**config.mk**
```make
export PLATFORM = sky130hd
export DESIGN_NAME = pfsa_rsp_reg
export DESIGN_NICKNAME = d
export VERILOG_FILES = /design/src/hdl/pfsa_pkg.sv /design/src/hdl/pfsa_rsp_reg.sv
export SDC_FILE = /design/constraint.sdc
export NUM_CORES = 1
export LEC_CHECK = 0
export BUFFER_PORTS_ARGS = -buffer_cell sky130_fd_sc_hd__buf_2
export CAP_MARGIN = 25
export CORE_MARGIN = 2
export CORE_UTILIZATION = 38
export DETAILED_ROUTE_END_ITERATION = 8
export GPL_ROUTABILITY_DRIVEN = 1
export PLACE_DENSITY = 0.77
export SYNTH_ARGS = -nofsm -noshare
export SYNTH_HDL_FRONTEND = slang
export SYNTH_SLANG_ARGS = --single-unit
```
**constraint.sdc**
```tcl
create_clock -name clock -period 1.65 [get_ports clock]
set_clock_uncertainty 0.2 [all_clocks]
set_input_delay 0.33 -clock clock [delete_from_list [all_inputs] [get_ports clock]]
set_output_delay 0.33 -clock clock [all_outputs]
set_load 0.005 [all_outputs]
```
**src/hdl/pfsa_pkg.sv**
```systemverilog
// Package for the page frame stack allocator.
// Holds field widths, request and status codes, FSM states and the result struct.
// No dependencies.
`default_nettype none

package pfsa_pkg;

   localparam int ADDR_W          = 48;
   localparam int KIND_W          = 2;
   localparam int LEN_W           = 13;
   localparam int STAT_W          = 3;
   localparam int FREE_W          = 13;
   localparam int DEF_LIST_DEPTH  = 4096;
   localparam int DEF_FRAME_SHIFT = 21;

   typedef enum logic [KIND_W-1:0] {
      KIND_ALLOC = 2'd0,
      KIND_RUN   = 2'd1,
      KIND_FREE  = 2'd2
   } kind_type;

   typedef enum logic [STAT_W-1:0] {
      ST_OK        = 3'd0,
      ST_EMPTY     = 3'd1,
      ST_NORUN     = 3'd2,
      ST_UNALIGNED = 3'd3,
      ST_ZERO      = 3'd4,
      ST_FULL      = 3'd5
   } status_type;

   typedef enum logic [2:0] {
      S_IDLE  = 3'd0,
      S_POP   = 3'd1,
      S_SCAN  = 3'd2,
      S_SHIFT = 3'd3,
      S_HOLD  = 3'd4
   } state_type;

   typedef struct packed {
      logic [ADDR_W-1:0] address;
      status_type        status;
      logic [FREE_W-1:0] frames_free;
   } rsp_type;

endpackage

`default_nettype wire

```
**src/hdl/pfsa_rsp_reg.sv**
```systemverilog
// Result output register: holds one result transfer until the consumer takes it.
// Depends on pfsa_pkg.
`default_nettype none

module pfsa_rsp_reg import pfsa_pkg::*; (
   input  wire logic         clock,
   input  wire logic         reset,
   input  wire logic         fin_valid,
   output logic              fin_ready,
   input  wire rsp_type      fin,
   output logic              rsp_valid,
   input  wire logic         rsp_ready,
   output logic [ADDR_W-1:0] rsp_result_address,
   output logic [STAT_W-1:0] rsp_status,
   output logic [FREE_W-1:0] rsp_frames_free
);

   logic    valid_ff, valid_in;
   rsp_type data_ff;

   assign fin_ready = !valid_ff || rsp_ready;
   assign valid_in  = fin_valid || (valid_ff && !rsp_ready);

   always_ff @(posedge clock) begin
      if (reset) begin
         valid_ff <= 1'b0;
      end else begin
         valid_ff <= valid_in;
      end
   end

   always_ff @(posedge clock) begin
      if (fin_valid && fin_ready) begin
         data_ff <= fin;
      end
   end

   assign rsp_valid          = valid_ff;
   assign rsp_result_address = data_ff.address;
   assign rsp_status         = data_ff.status;
   assign rsp_frames_free    = data_ff.frames_free;

endmodule

`default_nettype wire

```
==> results.tsv <==
metric	value	unit
synth_area	1980	um2
yosys.area.top_type	edfxtp_1	
grt_overflow	0	
synth_area_per_cell	28.7	um2
ys_ff_latch	65	
grt_usage	21.9	%
clock_sinks	65	
route.vias.total	1537	
antenna_found_initial	0	
wl	6.19	mm
drcViolationCount	0	
maxSlewHeadroom	84.9	%
clk_latency	0.33	ns
cts_root_buf	clkbuf_8	
final_hold_viol_count	0	
dieWidth	76.1	um
critical_path.max_fanout	3	
max_freq	696	MHz
syn_nets	137	
io_pins	134	
n_antenna_cell	0	
cts_buffers	9	
synth_seq_area_share	98.2	%
outcome	completed	
grt_start_max_net_pins	42	
synth_warnings	0	
powerDensity	1010	nW/um2
reg2reg_to	rsp_result_address[26]$_DFFE_PP_	
grt_pass1_wl	9.15	mm
worstHoldPathType	in2reg	
cp-start-kind	register	
clock_path_buffers	2	
coreArea	5070	um2
p_leak	1.55	nW
areaGrowthSynthToFinish	82.8	%
period_minus_slack	1.44	ns
tns	0	ns
drive_above_1_share	53.3	%
cap_violations	0	
synthCells	69	
die_area	5800	um2
min-delay-start	fin_valid	
first_pass_iters	4	
finalNetCount	348	
die_h	76.1	um
yosysTopAreaCellShare	97.2	%
port_buffers	133	
ctsResizeCount	0	
r2r_start	rsp_valid$_SDFF_PP0_	
drtIter0Drc	83	
crit_path_end_kind	output pin	
h-tree-depth	3	
setup_viol	0	
slew_viol_final	0	
irDropWorstVdd	0.000664	V
worst_hold_slack	0.0644	ns
routedWlPerCell	17.4	um
crit_arrival	0.91	ns
rr_worst_depth	3	
rsz0062_at_grt	false	
tightestPinTransition	0.226	ns
yosysUniqueCellTypes	6	
crit_type	reg2out	
timing.reg2reg.setup_slack	0.28	ns
cp.required	1.12	ns
synth_top_cells_by_area	edfxtp_1 (97%), dfxtp_1 (1.0%), nand2b_4 (0.70%)	
worst_hold_path.endpoint	rsp_valid$_SDFF_PP0_	
hold_path_depth	3	
final_core_util	71.2	%
detail-route-antenna-nets	0	
period_share	87.1	%
start_util	39.0	%
std_cell_rows	26	
grt_pass1_vias	1844	
viasPerCell	4.33	
cts_tree	built	
clkTransAtPathRegs	0.07	ns
gp_congestion	0.691	
## sequential cells by signal, summed over array words and instances, names as in the netlist
signal	flops
rsp_valid	1
rsp_status	3
rsp_frames_free	13
rsp_result_address	48
## critical path, stage by stage (launching register included)
cell      delay, ns
dfxtp_1        0.38
nand2b_4       0.07
buf_2          0.12
## worst max path at each step
stage / startpoint / to / slack (ns) / depth (start not counted)
floorplan: rsp_ready / rsp_frames_free[0]$_DFFE_PP_ / 0.08 / 2
global placement: rsp_ready / rsp_result_address[28]$_DFFE_PP_ / 0.20 / 4
detailed placement: rsp_ready / rsp_result_address[34]$_DFFE_PP_ / 0.18 / 4
CTS: rsp_valid$_SDFF_PP0_ / fin_ready / 0.21 / 2
global route: rsp_valid$_SDFF_PP0_ / fin_ready / 0.18 / 2
finish: rsp_valid$_SDFF_PP0_ / fin_ready / 0.21 / 2
## power by group
part           switching, W  internal (W)
combinational      0.000151      0.000231
clock              0.000615      0.000695
sequential        0.0000285       0.00193
total              0.000794       0.00285
## layout make-up
type	instances	area, um2
clock buffers	9	124
clock inverters	7	70.1
fillers	332	1460
inverters	1	3.75
multi-input cells	3	31.3
flip-flops and latches	65	1940
well taps	70	87.6
repair buffers	200	1360
## cells in the mapped netlist
cell      count
edfxtp_1     64
inv_1         1
a21oi_2       1
nand2b_4      1
and2_4        1
dfxtp_1       1
## cells in the final DEF, fill, tap and decap left out, types with 2 or more instances in the layout
cell / netlist / final
clkinvlp_4: 0 / 2
buf_12: 0 / 2
clkbuf_8: 0 / 9
edfxtp_1: 64 / 64
clkinv_1: 0 / 2
buf_2: 0 / 133
dlygate4sd3_1: 0 / 65
## per-stage QoR
| stage | setup WS, ns | power, W | cells | cell area [um2] |
|---|---|---|---|---|
| global route | 0.179 | 0.00378 | 355 | 3610 |
| detailed placement | 0.182 | 0.00223 | 274 | 2770 |
| global placement | 0.198 | 0.00222 | 274 | 2770 |
| CTS | 0.208 | 0.00363 | 355 | 3610 |
| floorplan | 0.0752 | 0.00204 | 69 | 1980 |
| finish | 0.212 | 0.00365 | 355 | 3610 |
## repair_timing
action                    in CTS  in global routing
setup buffers                  0                  0
hold buffers                  65                  0
hold endpoints to repair      65                  0
## kinds of logic after synthesis
logic type,Yosys count,synth area share [%]
buffers and inverters,1,0.190
DFF,65,98.2
and+or+nand+nor,2,1.14
AOI/OAI and AO/OA,1,0.443
## layer usage
| metal | global-route usage (%) | vias to the layer above | wire length, um |
|---|---|---|---|
| met5 | 0 | - | 0 |
| met4 | 11.5 | 0 | 199 |
| met3 | 9.95 | 18 | 602 |
| met2 | 39.6 | 104 | 3310 |
| met1 | 20.7 | 716 | 2080 |
| li1 | - | 699 | - |
(Power assumes the default switching activity.)
