--- src/hdl/pfsa_pkg.sv ---
// Package for the page frame stack allocator.
// Holds field widths, request and status codes, FSM states and the result struct.
// No dependencies.
`default_nettype none

package pfsa_pkg;

   localparam int ADDR_W          = 48;
   localparam int KIND_W          = 2;
   localparam int LEN_W           = 13;
   localparam int STAT_W          = 3;
   localparam int FREE_W          = 13;
   localparam int DEF_LIST_DEPTH  = 4096;
   localparam int DEF_FRAME_SHIFT = 21;

   typedef enum logic [KIND_W-1:0] {
      KIND_ALLOC = 2'd0,
      KIND_RUN   = 2'd1,
      KIND_FREE  = 2'd2
   } kind_type;

   typedef enum logic [STAT_W-1:0] {
      ST_OK        = 3'd0,
      ST_EMPTY     = 3'd1,
      ST_NORUN     = 3'd2,
      ST_UNALIGNED = 3'd3,
      ST_ZERO      = 3'd4,
      ST_FULL      = 3'd5
   } status_type;

   typedef enum logic [2:0] {
      S_IDLE  = 3'd0,
      S_POP   = 3'd1,
      S_SCAN  = 3'd2,
      S_SHIFT = 3'd3,
      S_HOLD  = 3'd4
   } state_type;

   typedef struct packed {
      logic [ADDR_W-1:0] address;
      status_type        status;
      logic [FREE_W-1:0] frames_free;
   } rsp_type;

endpackage

`default_nettype wire

--- src/hdl/pfsa_engine.sv ---
// Request sequencer: pop, push and contiguous run scan with list compaction.
// Depends on pfsa_pkg; drives the ports of pfsa_list_ram.
`default_nettype none

module pfsa_engine import pfsa_pkg::*; #(
   parameter int LIST_DEPTH  = DEF_LIST_DEPTH,
   parameter int FRAME_SHIFT = DEF_FRAME_SHIFT,
   localparam int IDX_W   = (LIST_DEPTH > 1) ? $clog2(LIST_DEPTH) : 1,
   localparam int CNT_W   = $clog2(LIST_DEPTH + 1),
   localparam int FRAME_W = ADDR_W - FRAME_SHIFT
) (
   input  wire logic               clock,
   input  wire logic               reset,
   input  wire logic               req_valid,
   output logic                    req_ready,
   input  wire logic [KIND_W-1:0]  req_kind,
   input  wire logic [LEN_W-1:0]   req_run_length,
   input  wire logic [ADDR_W-1:0]  req_frame_address,
   output logic                    fin_valid,
   input  wire logic               fin_ready,
   output rsp_type                 fin,
   output logic                    ram_wr_en,
   output logic [IDX_W-1:0]        ram_wr_addr,
   output logic [FRAME_W-1:0]      ram_wr_data,
   output logic                    ram_rd_en,
   output logic [IDX_W-1:0]        ram_rd_addr,
   input  wire logic [FRAME_W-1:0] ram_rd_data
);

   localparam int CW = (CNT_W > LEN_W) ? CNT_W : LEN_W;

   state_type          state_ff, state_in;
   logic [CNT_W-1:0]   count_ff, count_in;
   logic [CNT_W-1:0]   k_ff, k_in;
   logic [CNT_W-1:0]   dst_ff, dst_in;
   logic [LEN_W-1:0]   len_ff, len_in;
   logic [LEN_W-1:0]   n_ff, n_in;
   logic [FRAME_W-1:0] prev_ff, prev_in;
   logic [FRAME_W-1:0] start_ff, start_in;
   rsp_type            pend_ff, pend_in;

   rsp_type            res;
   logic               done;
   logic               pop_go;
   logic               chain;
   logic [LEN_W-1:0]   run_len;
   logic [CNT_W-1:0]   k_next;
   logic               k_last;

   always_ff @(posedge clock) begin
      if (reset) begin
         state_ff <= S_IDLE;
         count_ff <= '0;
      end else begin
         state_ff <= state_in;
         count_ff <= count_in;
      end
   end

   always_ff @(posedge clock) begin
      k_ff     <= k_in;
      dst_ff   <= dst_in;
      len_ff   <= len_in;
      n_ff     <= n_in;
      prev_ff  <= prev_in;
      start_ff <= start_in;
      pend_ff  <= pend_in;
   end

   assign k_next = k_ff + CNT_W'(1);
   assign k_last = (k_next == count_ff);
   assign chain  = (k_ff != '0) &&
                   ({1'b0, ram_rd_data} == ({1'b0, prev_ff} + (FRAME_W + 1)'(1)));
   assign run_len = chain ? (len_ff + LEN_W'(1)) : LEN_W'(1);

   always_comb begin
      state_in = state_ff;
      count_in = count_ff;
      k_in     = k_ff;
      dst_in   = dst_ff;
      len_in   = len_ff;
      n_in     = n_ff;
      prev_in  = prev_ff;
      start_in = start_ff;
      pend_in  = pend_ff;

      req_ready   = (state_ff == S_IDLE);
      ram_wr_en   = 1'b0;
      ram_wr_addr = dst_ff[IDX_W-1:0];
      ram_wr_data = ram_rd_data;
      ram_rd_en   = 1'b0;
      ram_rd_addr = k_next[IDX_W-1:0];

      done            = 1'b0;
      pop_go          = 1'b0;
      res.address     = '0;
      res.status      = ST_OK;
      res.frames_free = '0;

      case (state_ff)
         S_IDLE: begin
            if (req_valid) begin
               case (kind_type'(req_kind))
                  KIND_ALLOC: begin
                     pop_go = 1'b1;
                  end
                  KIND_RUN: begin
                     if (req_run_length == '0) begin
                        done       = 1'b1;
                        res.status = ST_ZERO;
                     end else if (req_run_length == LEN_W'(1)) begin
                        pop_go = 1'b1;
                     end else if (CW'(req_run_length) > CW'(count_ff)) begin
                        done       = 1'b1;
                        res.status = ST_NORUN;
                     end else begin
                        n_in        = req_run_length;
                        k_in        = '0;
                        ram_rd_en   = 1'b1;
                        ram_rd_addr = '0;
                        state_in    = S_SCAN;
                     end
                  end
                  KIND_FREE: begin
                     done = 1'b1;
                     if (req_frame_address[FRAME_SHIFT-1:0] != '0) begin
                        res.status = ST_UNALIGNED;
                     end else if (count_ff == CNT_W'(LIST_DEPTH)) begin
                        res.status = ST_FULL;
                     end else begin
                        ram_wr_en   = 1'b1;
                        ram_wr_addr = count_ff[IDX_W-1:0];
                        ram_wr_data = req_frame_address[ADDR_W-1:FRAME_SHIFT];
                        count_in    = count_ff + CNT_W'(1);
                     end
                  end
                  default: begin
                     done = 1'b1;
                  end
               endcase
               if (pop_go) begin
                  if (count_ff == '0) begin
                     done       = 1'b1;
                     res.status = ST_EMPTY;
                  end else begin
                     count_in    = count_ff - CNT_W'(1);
                     ram_rd_en   = 1'b1;
                     ram_rd_addr = count_in[IDX_W-1:0];
                     state_in    = S_POP;
                  end
               end
            end
         end
         S_POP: begin
            done        = 1'b1;
            res.address = {ram_rd_data, {FRAME_SHIFT{1'b0}}};
         end
         S_SCAN: begin
            prev_in = ram_rd_data;
            len_in  = run_len;
            if (!chain) begin
               start_in = ram_rd_data;
            end
            if (run_len == n_ff) begin
               if (k_last) begin
                  done        = 1'b1;
                  res.address = {start_ff, {FRAME_SHIFT{1'b0}}};
                  count_in    = CNT_W'(CW'(count_ff) - CW'(n_ff));
               end else begin
                  ram_rd_en = 1'b1;
                  k_in      = k_next;
                  dst_in    = CNT_W'(CW'(k_next) - CW'(n_ff));
                  state_in  = S_SHIFT;
               end
            end else if (k_last) begin
               done       = 1'b1;
               res.status = ST_NORUN;
            end else begin
               ram_rd_en = 1'b1;
               k_in      = k_next;
            end
         end
         S_SHIFT: begin
            ram_wr_en = 1'b1;
            if (k_last) begin
               done        = 1'b1;
               res.address = {start_ff, {FRAME_SHIFT{1'b0}}};
               count_in    = CNT_W'(CW'(count_ff) - CW'(n_ff));
            end else begin
               ram_rd_en = 1'b1;
               k_in      = k_next;
               dst_in    = dst_ff + CNT_W'(1);
            end
         end
         S_HOLD: begin
            if (fin_ready) begin
               state_in = S_IDLE;
            end
         end
         default: begin
            state_in = S_IDLE;
         end
      endcase

      res.frames_free = FREE_W'(count_in);

      if (done) begin
         if (fin_ready) begin
            state_in = S_IDLE;
         end else begin
            pend_in  = res;
            state_in = S_HOLD;
         end
      end

      fin_valid = done || (state_ff == S_HOLD);
      fin       = (state_ff == S_HOLD) ? pend_ff : res;
   end

endmodule

`default_nettype wire

--- config.mk ---
export PLATFORM = sky130hd
export DESIGN_NAME = pfsa_engine
export DESIGN_NICKNAME = d
export VERILOG_FILES = /design/src/hdl/pfsa_pkg.sv /design/src/hdl/pfsa_engine.sv
export SDC_FILE = /design/constraint.sdc
export NUM_CORES = 1
export LEC_CHECK = 0
export ABC_AREA = 1
export BUFFER_PORTS_ARGS = -buffer_cell sky130_fd_sc_hd__buf_2
export CORE_MARGIN = 1
export CORE_UTILIZATION = 45
export DETAILED_ROUTE_END_ITERATION = 12
export PLACE_DENSITY_LB_ADDON = 0.12
export SKIP_CTS_REPAIR_TIMING = 1
export SYNTH_ARGS = -nofsm -noshare
export SYNTH_HDL_FRONTEND = slang
export SYNTH_SLANG_ARGS = --single-unit
--- constraint.sdc ---
create_clock -name clock -period 4.9 [get_ports clock]
set_input_delay 1.225 -clock clock [delete_from_list [all_inputs] [get_ports clock]]
set_output_delay 1.225 -clock clock [all_outputs]
set_load 0.01 [all_outputs]
==> flow_metrics.env, run 1 <==
export IMPL_worstMarginPinSlew_ns=0.575
export IMPL_grt_usage_pct=28.8
export IMPL_cts_sinks=164
export IMPL_synthAdderAreaFrac_pct=4.90
export IMPL_grt_pass1_wl_um=63300
export IMPL_switchingPower_mw=2.82
export IMPL_start_kind="input pin"
export IMPL_core_area_um2=27200
export IMPL_maxSlewViolCount=0
export IMPL_cts_tree="built"
export IMPL_rsz0062_at_grt="yes"
export IMPL_die_w_um=169
export IMPL_die_area_um2=28600
export IMPL_clk_pin_slew_worst_paths_ns=0.08
export IMPL_power_share_sequential_pct=30.3
export IMPL_htreeDepth=4
export IMPL_dr_wl_met3_um=2530
export IMPL_num_vias=12800
export IMPL_cap_violations=0
export IMPL_fin_skew_ns=0.0206
export IMPL_worstRegToRegCells=25
export IMPL_synth_xor_area_share_pct=4.88
export IMPL_hold_slack_ns=0.573
export IMPL_grt_overflow=0
export IMPL_p_leak_nw=7.94
export IMPL_hpwlAfterDp_um=31900
export IMPL_ant_nets=0
export IMPL_wirelength_um=42400
export IMPL_layout_drive_gt1_share_pct=27.4
export IMPL_outcome="finished, violations left"
export IMPL_synth_top_area_cell="edfxtp_1"
export IMPL_yosysSeqAreaShare_pct=37.9
export IMPL_detail_route_vias_per_cell=5.25
export IMPL_yosys_warnings=0
export IMPL_antenna_found_initial=0
export IMPL_pin_count=213
export IMPL_drc=0
export IMPL_nets=2191
export IMPL_required_ns=3.67
export IMPL_critical_path_class="in -> out"
export IMPL_failed_checks="negative setup slack"
export IMPL_p_total_mw=6.61
export IMPL_synthToLayoutAreaGrowth_pct=29.4
export IMPL_cts_path_max_buffers=2
export IMPL_syn_avg_cell_area_um2=7.31
export IMPL_syn_area_um2=12600
export IMPL_num_antenna_cells=0
export IMPL_worst_path_max_fanout=5
export IMPL_synth_flop_cell="edfxtp_1"
export IMPL_final_common_cell="nand2_1"
export IMPL_finalSetupViolations=41
export IMPL_cp_arrival_ns=3.95
export IMPL_timing_final_crit_share_pct=106
export IMPL_hold_path_class="reg -> reg"
export IMPL_synth_top_area_share_pct=35.4
export IMPL_multi_input_area_um2=7190
export IMPL_switching_share_pct=42.7
export IMPL_worstSetupEndpointType="output pin"
export IMPL_gp_congestion=0.982
export IMPL_hold_depth=2
export IMPL_grt_max_degree=59
export IMPL_cts_root_buf="clkbuf_16"
export IMPL_maxSlewHeadroom_pct=61.7
export IMPL_final_cell_mix="nand2_1, inv_1, buf_2"
export IMPL_muxShareOfSynthArea_pct=0
export IMPL_seqCellArea_um2=4760
export IMPL_rows=60
export IMPL_insertion_delay_ns=0.44
export IMPL_async_flop_share_pct=0
export IMPL_ys_types=53
export IMPL_synth_compound_area_share_pct=8.82
export IMPL_p_comb_share_pct=48.5
export IMPL_met1_length_um=17900
export IMPL_synth_top_family_by_area="simple AND/OR/NAND/NOR gates"
export IMPL_ir_worst_vdd_mv=0.266
export IMPL_synth_edf_count=148
export IMPL_dr_wl_met2_um=20500
export IMPL_grt_pass1_vias=11900
export IMPL_syn_instance_count=1718
export IMPL_initial_core_util_pct=46.2
export IMPL_power_density_nw_per_um2=407
export IMPL_hold_viol=0
export IMPL_highest_layer="met4"
export IMPL_ys_ff_latch=164
export IMPL_fmax_mhz=193
export IMPL_synth_simple_gate_area_share_pct=33.5
export IMPL_min_period_ns=5.18
export IMPL_initialDrtViolationCount=951
export IMPL_setup_ws_ns=-0.278
export IMPL_numPortBuffers=191
export IMPL_pwr_share_clk_pct=21.2
export IMPL_drt_pass1_iter_count=5
export IMPL_internal_power_mw=3.79
export IMPL_cts_buffers=17
export IMPL_routedWlPerCell_um=17.4
export IMPL_fillers=2608
export IMPL_dieHeight_um=169
export IMPL_yosys_top_cells_area="edfxtp_1, nand2_1, inv_1"
==> metal layers <==
layer	global-route usage, %	vias to the layer above
met2	50.5	509
met1	35.9	5918
li1	-	6249
met5	0	-
met4	11.6	0
met3	3.65	94
==> power groups by stage <==
| stage | clock network (mW) | logic (mW) | registers [mW] |
|---|---|---|---|
| after global routing | 1.47 | 3.52 | 2.02 |
| final | 1.40 | 3.21 | 2.00 |
| after floorplan | 0 | 1.86 | 1.99 |
| after CTS | 1.42 | 2.96 | 2.00 |
| after global placement | 0 | 2.91 | 2.03 |
| after detailed placement | 0 | 2.94 | 2.03 |
==> metrics by stage <==
stage / worst slack (ns) / utilization, % / instance area [um^2] / std cells / setup TNS, ns
after floorplan: 0.0270 / - / 12600 / 1738 / 0
after global placement: -0.347 / 54.3 / 14800 / 2373 / -11.53
after detailed placement: -0.379 / 54.3 / 14800 / 2373 / -12.25
after CTS: -0.407 / 56.5 / 15300 / 2405 / -13.54
after global routing: -0.482 / 59.8 / 16300 / 2434 / -15.79
final: -0.278 / 59.8 / 16300 / 2434 / -7.96
==> worst max-delay path, cell delays in order <==
cell and delay, ns:
buf_2 0.09, inv_1 0.04, or2_2 0.28, nand2_2 0.10, nand2_1 0.06, nand2_1 0.06, nand2_1 0.06, nor2_2 0.09
nand2_2 0.07, nor2_4 0.17, nand3_4 0.16, buf_6 0.17, nor2_4 0.13, nand2_2 0.07, nand2_2 0.10, nand3_4 0.07
nor2_4 0.12, buf_12 0.13, buf_8 0.10, nand3_1 0.06, nand3_1 0.08, nand4_1 0.18, nand2_1 0.11, nand2_1 0.08
buf_2 0.14
==> cell type report <==
class | count | share of cell area, %
multi-input cells | 1288 | 44.3
flip-flops and latches | 164 | 29.3
repair buffers | 353 | 14.7
inverters | 225 | 5.25
well taps | 372 | 2.86
clock buffers | 17 | 2.62
clock inverters | 15 | 1.04
==> cells by family (layout without fill, tap and decap cells) <==
family	Yosys count	in the layout
adders and majority gates	48	48
and+or+nand+nor	946	951
buffers and inverters	291	610
xor gates and xnor gates	70	70
other	1	21
AOI/OAI and AO/OA	198	198
DFF	164	164
==> cell usage after synthesis, drive strengths merged (6+ instances only) <==
cell,instances
o211ai,8
buf,27
nor3,22
o22ai,13
nor4,6
clkbuf,36
nand3,151
xnor2,11
clkinv,7
edfxtp,148
inv,218
a21oi,58
nor2,201
o21ai,90
nand2,519
nand4,25
xor2,59
or2,8
a21o,11
ha,46
dfxtp,16
==> final timing paths <==
kind	startpoint	endpoint	slack [ns]
hold reg to reg	start_ff[15]	pend_ff[52]	0.57
setup / recovery	ram_rd_data[14]	fin[12]	-0.28
setup reg to reg	prev_ff[0]	dst_ff[8]	0.97
hold / removal	start_ff[15]	pend_ff[52]	0.57
==> flip-flops by register name, indices dropped and copies added, names as in the netlist <==
signal	cells
state_ff	3
len_ff	13
start_ff	27
pend_ff	43
prev_ff	27
dst_ff	12
count_ff	13
n_ff	13
k_ff	13
(Power assumes the default switching activity.)
==> run 2, diff against run 1 <==
--- a/config.mk
+++ b/config.mk
@@ -11,4 +11,5 @@
 export CORE_UTILIZATION = 45
+export CTS_CLUSTER_DIAMETER = 30
 export DETAILED_ROUTE_END_ITERATION = 12
-export PLACE_DENSITY_LB_ADDON = 0.12
+export PLACE_DENSITY = 0.78
 export SKIP_CTS_REPAIR_TIMING = 1
==> constraint.sdc (replaced) <==
create_clock -name clock -period 4.9 [get_ports clock]
set_input_delay 0.49 -clock clock [delete_from_list [all_inputs] [get_ports clock]]
set_output_delay 0.49 -clock clock [all_outputs]
set_load 0.01 [all_outputs]
==> run 2 against run 1 <==
Effect of this change: the flow now finishes without violations; die area unchanged; via count down 3.4%; design area down 11%; largest power group unchanged; routed wire length down 7.6%; first-iteration DRC count up 22%; sequential share of layout area up 3.4 points; sequential power about the same; count of clock-buffer cells in the layout unchanged.
==> flow_metrics.env, run 2 (same netlist as run 1, synthesis figures left out) <==
export IMPL_numPortBuffers=191
export IMPL_reg_top3="pend_ff (43), prev_ff (27), start_ff (27)"
export IMPL_layout_drive_gt1_share_pct=16.4
export IMPL_rows=60
export IMPL_maxSlewViolCount=0
export IMPL_startpoint="prev_ff[0]"
export IMPL_cts_root_buf="clkbuf_16"
export IMPL_fillers=2598
export IMPL_final_common_cell="nand2_1"
export IMPL_outcome="finished, final reports clean"
export IMPL_hold_slack_ns=0.251
export IMPL_multi_input_area_um2=6670
export IMPL_cts_sinks=164
export IMPL_timing_final_crit_share_pct=92.1
export IMPL_dpl_instance_area_um2=13900
export IMPL_critical_path_class="reg -> out"
export IMPL_rsz0062_at_grt="no"
export IMPL_cts_buffers=17
export IMPL_r2r_end="dst_ff[4]"
export IMPL_hpwlAfterDp_um=29700
export IMPL_seqCellArea_um2=4760
export IMPL_finalSetupViolations=0
export IMPL_dp_cells=2264
export IMPL_largest_register="pend_ff"
export IMPL_cts_path_max_buffers=2
export IMPL_num_antenna_cells=0
export IMPL_r2r_slack_ns=0.82
export IMPL_initial_core_util_pct=46.2
export IMPL_routedWlPerCell_um=17.1
export IMPL_nets=2054
export IMPL_num_vias=12300
export IMPL_gp_congestion=0.973
export IMPL_pin_count=213
export IMPL_cap_violations=0
export IMPL_die_w_um=169
export IMPL_hold_path_class="in -> reg"
export IMPL_largest_reg_flops=43
export IMPL_core_area_um2=27200
export IMPL_final_cell_mix="nand2_1, inv_1, buf_2"
export IMPL_required_ns=4.41
export IMPL_initialDrtViolationCount=1156
export IMPL_instances_no_fill=2297
export IMPL_htreeDepth=4
export IMPL_grt_pass1_vias=11500
export IMPL_worst_path_max_fanout=28
export IMPL_drt_pass1_iter_count=6
export IMPL_cp_arrival_ns=4.02
export IMPL_fmax_mhz=222
export IMPL_hold_viol=0
export IMPL_grt_pass1_wl_um=60400
export IMPL_p_total_mw=6.30
export IMPL_drc=0
export IMPL_ant_nets=0
export IMPL_min_period_ns=4.51
export IMPL_fin_skew_ns=0.0179
export IMPL_cts_tree="built"
export IMPL_die_area_um2=28600
export IMPL_fin_setup_tns_ns=0
export IMPL_maxSlewHeadroom_pct=25.9
export IMPL_worstRegToRegCells=20
export IMPL_synthToLayoutAreaGrowth_pct=15.8
export IMPL_worstSetupEndpointType="output pin"
export IMPL_clk_pin_slew_worst_paths_ns=0.08
export IMPL_grt_overflow=0
export IMPL_p_leak_nw=7.07
export IMPL_worstMarginPinSlew_ns=1.11
export IMPL_ir_worst_vdd_mv=0.255
export IMPL_insertion_delay_ns=0.45
export IMPL_power_density_nw_per_um2=433
export IMPL_reg2reg_from="prev_ff[0]"
export IMPL_start_kind="flop"
export IMPL_final_area_um2=14500
export IMPL_grt_usage_pct=27.4
export IMPL_antenna_found_initial=0
export IMPL_grt_max_degree=59
export IMPL_wirelength_um=39200
export IMPL_cp_endpoint="fin[49]"
export IMPL_dieHeight_um=169
export IMPL_detail_route_vias_per_cell=5.37
-- run 2: cell count changes in the layout (fill, tap and decap cells not counted), sizes merged --
cell      before  now
clkinvlp       1    0
bufinv         2    1
buf          353  220
clkinv        10   15
nand2        523  519
inv          227  224
-- run 2: per-layer routing --
layer | vias to the layer above | global-route usage, % | wire length [um]
met4 | 0 | 11.8 | 1560
met3 | 108 | 4.42 | 2820
li1 | 5967 | - | -
met1 | 5733 | 33.7 | 15900
met5 | - | 0 | 0
met2 | 533 | 47.6 | 18900
-- run 2: area by class of cell --
cell class | instances | area share (%)
clock buffers | 17 | 2.92
inverters | 225 | 5.81
clock inverters | 15 | 1.41
repair buffers | 220 | 8.07
well taps | 372 | 3.20
multi-input cells | 1284 | 45.8
flip-flops and latches | 164 | 32.8
-- run 2: critical path, stage by stage, from the launching register on --
cell	delay [ns]
edfxtp_1	0.40
ha_1	0.22
nand2_2	0.10
nor2_4	0.15
nand3_2	0.14
nor2_2	0.20
nand2_1	0.07
nand2_1	0.08
nand2_1	0.07
inv_2	0.05
nand2_2	0.05
nor2_4	0.24
nand3_4	0.19
o21ai_1	0.20
nand2_1	0.07
nor2_1	0.13
nand2_1	0.10
nor2_4	0.17
nand2_4	0.17
nand2_8	0.25
nand3_1	0.10
o21ai_1	0.15
a21o_1	0.12
buf_2	0.12
-- run 2: power breakdown --
| part | switching [mW] | internal (mW) |
|---|---|---|
| logic | 1.93 | 0.935 |
| clock network | 0.686 | 0.745 |
| registers | 0.149 | 1.85 |
| total | 2.77 | 3.53 |
-- run 2: how the worst min path moves through the flow --
stage | startpoint | end | slack (ns) | cells after the start
4_1_cts | ram_rd_data[12] | start_ff[12] | 0.24 | 1
6_report | ram_rd_data[14] | prev_ff[14] | 0.25 | 1
3_3_place_gp | start_ff[26] | pend_ff[63] | 0.55 | 2
5_1_grt | ram_rd_data[12] | start_ff[12] | 0.25 | 1
3_5_place_dp | start_ff[26] | pend_ff[63] | 0.55 | 2
2_1_floorplan | start_ff[5] | pend_ff[42] | 0.54 | 2
-- run 2: per-stage QoR --
step,utilization (%),setup WS [ns]
2_1_floorplan,-,0.591
3_3_place_gp,51.1,0.950
3_5_place_dp,51.1,0.770
4_1_cts,53.5,0.311
5_1_grt,53.5,0.0417
6_report,53.5,0.387
